--- src/rtl/core/self_organizing_list_lookup_core_defines.svh ---
// Assertion macros for the self-organizing list lookup core.
`ifndef SELF_ORGANIZING_LIST_LOOKUP_CORE_DEFINES_SVH
`define SELF_ORGANIZING_LIST_LOOKUP_CORE_DEFINES_SVH

// Combinational or implication property, sampled on clk_i, off during reset.
`define SOLL_ASSERT(lbl, prop, msg) \
  lbl: assert property (@(posedge clk_i) disable iff (!rst_ni) (prop)) else $error(msg);

// Property that must hold in the cycle after the antecedent.
`define SOLL_ASSERT_NEXT(lbl, ante, cons, msg) \
  lbl: assert property (@(posedge clk_i) disable iff (!rst_ni) (ante) |=> (cons)) \
    else $error(msg);

`endif

--- src/rtl/core/soll_pkg.sv ---
// Shared constants and types of the self-organizing list lookup core.
package soll_pkg;

  localparam int unsigned DepthDefault = 256;
  localparam int unsigned KeyW         = 32;
  localparam int unsigned CountW       = 32;
  localparam int unsigned SlotW        = 8;
  localparam int unsigned PosW         = 8;
  localparam int unsigned ModeW        = 2;
  localparam int unsigned EntriesW     = 9;
  localparam int unsigned PaddrW       = 3;
  localparam int unsigned PdataW       = 32;

  typedef enum logic [ModeW-1:0] {
    MODE_FRONT     = 2'd0,
    MODE_TRANSPOSE = 2'd1,
    MODE_COUNT     = 2'd2
  } mode_e;

  typedef enum logic {
    FUNC_LOAD   = 1'b0,
    FUNC_LOOKUP = 1'b1
  } func_e;

  // register index as decoded from paddr[2]
  typedef enum logic {
    REG_MODE    = 1'b0,
    REG_ENTRIES = 1'b1
  } reg_e;

  typedef struct packed {
    mode_e                mode;
    logic [EntriesW-1:0]  entries;
  } cfg_t;

  // one table word: hit count above key
  typedef struct packed {
    logic [CountW-1:0] count;
    logic [KeyW-1:0]   key;
  } word_t;

endpackage

--- src/rtl/core/soll_apb.sv ---
// APB configuration registers: reorder mode and number of entries in use.
module soll_apb (
  input  logic                          clk_i,
  input  logic                          rst_ni,
  input  logic                          psel,
  input  logic                          penable,
  input  logic                          pwrite,
  input  logic [soll_pkg::PaddrW-1:0]   paddr,
  input  logic [soll_pkg::PdataW-1:0]   pwdata,
  output logic [soll_pkg::PdataW-1:0]   prdata,
  output logic                          pready,
  output soll_pkg::cfg_t                cfg_o
);

  logic [soll_pkg::ModeW-1:0]    mode_q;
  logic [soll_pkg::EntriesW-1:0] entries_q;
  logic                          wr_en;
  soll_pkg::reg_e                reg_sel;

  // word-aligned decode, byte lanes ignored
  assign reg_sel = soll_pkg::reg_e'(paddr[2]);
  assign wr_en   = psel & penable & pwrite;
  assign pready  = 1'b1;

  always_ff @(posedge clk_i or negedge rst_ni) begin
    if (!rst_ni) begin
      mode_q    <= '0;
      entries_q <= '0;
    end else if (wr_en) begin
      unique case (reg_sel)
        soll_pkg::REG_MODE:    mode_q    <= pwdata[soll_pkg::ModeW-1:0];
        soll_pkg::REG_ENTRIES: entries_q <= pwdata[soll_pkg::EntriesW-1:0];
        default:               mode_q    <= mode_q;
      endcase
    end
  end

  always_comb begin
    unique case (reg_sel)
      soll_pkg::REG_MODE:    prdata = soll_pkg::PdataW'(mode_q);
      soll_pkg::REG_ENTRIES: prdata = soll_pkg::PdataW'(entries_q);
      default:               prdata = '0;
    endcase
  end

  assign cfg_o.mode    = soll_pkg::mode_e'(mode_q);
  assign cfg_o.entries = entries_q;

endmodule

--- config.mk ---
export PLATFORM = sky130hd
export DESIGN_NAME = soll_apb
export DESIGN_NICKNAME = d
export VERILOG_FILES = /design/src/rtl/core/self_organizing_list_lookup_core_defines.svh /design/src/rtl/core/soll_pkg.sv /design/src/rtl/core/soll_apb.sv
export SDC_FILE = /design/constraint.sdc
export NUM_CORES = 1
export LEC_CHECK = 0
export ABC_CLOCK_PERIOD_IN_PS = 1700
export BUFFER_PORTS_ARGS = -buffer_cell sky130_fd_sc_hd__clkbuf_2
export CAP_MARGIN = 20
export CORE_UTILIZATION = 36
export CTS_BUF_LIST = sky130_fd_sc_hd__clkbuf_4 sky130_fd_sc_hd__clkbuf_8
export DETAILED_ROUTE_END_ITERATION = 10
export PLACE_DENSITY = 0.86
export SYNTH_ARGS = -nofsm -noshare
export SYNTH_HDL_FRONTEND = slang
export SYNTH_SLANG_ARGS = --single-unit
--- constraint.sdc ---
create_clock -name clk_i -period 1.7 [get_ports clk_i]
set_clock_uncertainty 0.05 [all_clocks]
set_input_delay 0.34 -clock clk_i [delete_from_list [all_inputs] [get_ports clk_i]]
set_output_delay 0.34 -clock clk_i [all_outputs]
set_load 0.02 [all_outputs]
==> results.toml <==
[pwr]
leakagePower_nw = 0.486
p_total_mw = 0.931
pwr-share-seq_pct = 38.5
p_switching_mw = 0.360
p_int_mw = 0.571
switching_share_pct = 38.7
p_per_area_nw_per_um2 = 1090
power_frac_comb_pct = 41.1
ir_drop_uv = 460
clockPowerShare_pct = 20.4

[clocking]
clock_latency_ns = 0.26
cts_resized = 0
clockBufferDepth = 2
htreeDepth = 1
tritoncts = "yes"
cts_root_buf = "clkbuf_4"
cts_made_buffers = 3
cts.sinks = 11
clk_pin_slew_worst_paths_ns = 0.07

[routing]
drtAntennaViolNets = 0
dr_total_vias = 483
drc_errors = 0
via_per_inst = 3.96
wire_per_inst_um = 9.52
drt-met1-wl_um = 472
drt_iter0_drc = 0
dr_wl_met2_um = 578
routed_wl_um = 1160
highest_layer = "met3"
dr_wl_met3_um = 111
drt_pass1_iterations = 1

[setup_path]
critPathLaunchType = "register"
cp_max_fo = 3
crit_type = "reg -> out"
required_ns = 1.31
arrival_ns = 1.08
crit_path_end_kind = "output port"

[grt]
grt_max_degree = 12
grt.overflow.total = 0
antenna_found_initial = 0
grt_pass1_vias = 383
grt_pass1_wl_um = 1690
grt_usage_pct = 11.7

[die]
core-area_um2 = 1800
start_util_pct = 39.8
dieHeight_um = 46.6
die-area_um2 = 2170
die_x_um = 46.6
io_pins = 84
rows = 15

[job]
maxCapViolations = 0

[logic_synthesis]
yosys_warnings = 0
ys_types = 9
yosysTopAreaCell = "dfrtp_1"
seq_area_frac_synth_pct = 38.4
netlist_top_cells_count = "24 x buf_4, 11 x dfrtp_1, 11 x mux2_2"
syn_inst = 60
synth_top_area_share_pct = 38.4
ys_async_sr_fraction_pct = 100
synthFlopType = "dfrtp_1"
yosysMostFrequentCell = "buf_4"
synth_edf_count = 0
synthTopCellsByArea = "dfrtp_1 38%, buf_4 25%, mux2_2 17%, and2_1 6.1%, mux2_4 4.2%"
synth_seq_cells = 11
synthesis.area_um2 = 717
avgSynthCellArea_um2 = 11.9

[timing]
final_max_slew_viol_count = 0
setup_viol = 0
fin_crit_ns = 1.47
fmax_ghz = 0.679
setup_slack_ns = 0.227
hold_viol = 0
rsz0062_at_grt = "false"
tns_ns = 0
fin_crit_sh_pct = 86.6

[finish]
areaGrowthSynthToFinish_pct = 19.5
fin_nets = 138
nFillCells = 176
n_antenna_cell = 0
drive_gt1_share_pct = 55.7

[status]
outcome = "finished, final reports clean"

[place]
gp_congestion = 0.562
dpl.hpwl_um = 906
place_ws_ns = 0.305
io_buffers = 34

[worst_hold_path]
hp-class = "in -> reg"
## cells by family (layout without fill, tap and decap cells)
family	after synthesis	count (layout)	share of synthesized area, %
buffers and inverters	25	40	26.7
muxes	13	13	21.5
DFF	11	11	38.4
and+or+nand+nor	9	9	12.4
other	2	24	1.05
## worst max-delay path, stage by stage (launching register included)
cell	delay (ns)
dfrtp_1	0.40
mux2_2	0.27
clkbuf_2	0.15
## final cells by class
| cell class | count | area (um2) | share of cell area (%) |
|---|---|---|---|
| well taps | 25 | 31.3 | 3.65 |
| flip-flops and latches | 11 | 275 | 32.1 |
| repair buffers | 36 | 188 | 21.9 |
| multi-input cells | 46 | 333 | 38.8 |
| clock buffers | 4 | 30.0 | 3.50 |
## path summary, 6_finish.rpt
kind | depth (start not counted) | slack, ns | startpoint | end
setup / recovery | 2 | 0.23 | mode_q[1] | prdata[1]
hold / removal | 2 | 0.26 | pwdata[5] | entries_q[5]
setup reg to reg | 1 | 0.88 | mode_q[1] | mode_q[1]
hold reg to reg | 1 | 0.48 | entries_q[8] | entries_q[8]
max in group asynchronous | 2 | 0.91 | rst_ni | entries_q[3]
min in group asynchronous | 2 | 0.46 | rst_ni | entries_q[1]
## timing repair
item,CTS,global route
setup buffers,0,0
hold buffers,1,0
endpoints found under the hold margin,11,0
## layout by cell type (no fill, tap or decap)
| cell type | n |
|---|---|
| and2_1 | 7 |
| mux2_4 | 2 |
| mux2_2 | 11 |
| conb_1 | 24 |
| nand4b_4 | 1 |
| dlygate4sd3_1 | 1 |
| dfrtp_1 | 11 |
| buf_4 | 1 |
| clkbuf_2 | 34 |
| clkbuf_4 | 4 |
| nand4_4 | 1 |
## power groups by stage
| stage | logic [mW] | registers (mW) | clock network [mW] |
|---|---|---|---|
| after global placement | 0.380 | 0.359 | 0 |
| final | 0.383 | 0.358 | 0.190 |
| after CTS | 0.387 | 0.359 | 0.208 |
| after detailed placement | 0.384 | 0.364 | 0 |
| after floorplan | 0.228 | 0.431 | 0 |
| after global routing | 0.415 | 0.368 | 0.217 |
## routing by layer
metal	GRT usage, %	vias up
li1	-	221
met1	15.0	220
met2	18.9	42
met3	2.35	0
met4	5.14	0
met5	0	-
## sequential cells by signal, summed over array words and instances (netlist names)
signal / cells
entries_q: 9
mode_q: 2
## metrics by stage
stage	util [%]	instance area (um2)	hold slack, ns	std cells
after floorplan	-	800	-0.00559	82
after detailed placement	45.3	817	0.193	117
final	47.6	857	0.257	122
after CTS	47.6	857	0.239	122
after global placement	45.3	817	0.183	117
after global routing	47.6	857	0.247	122
No activity file was read; power rests on OpenSTA's default activity.
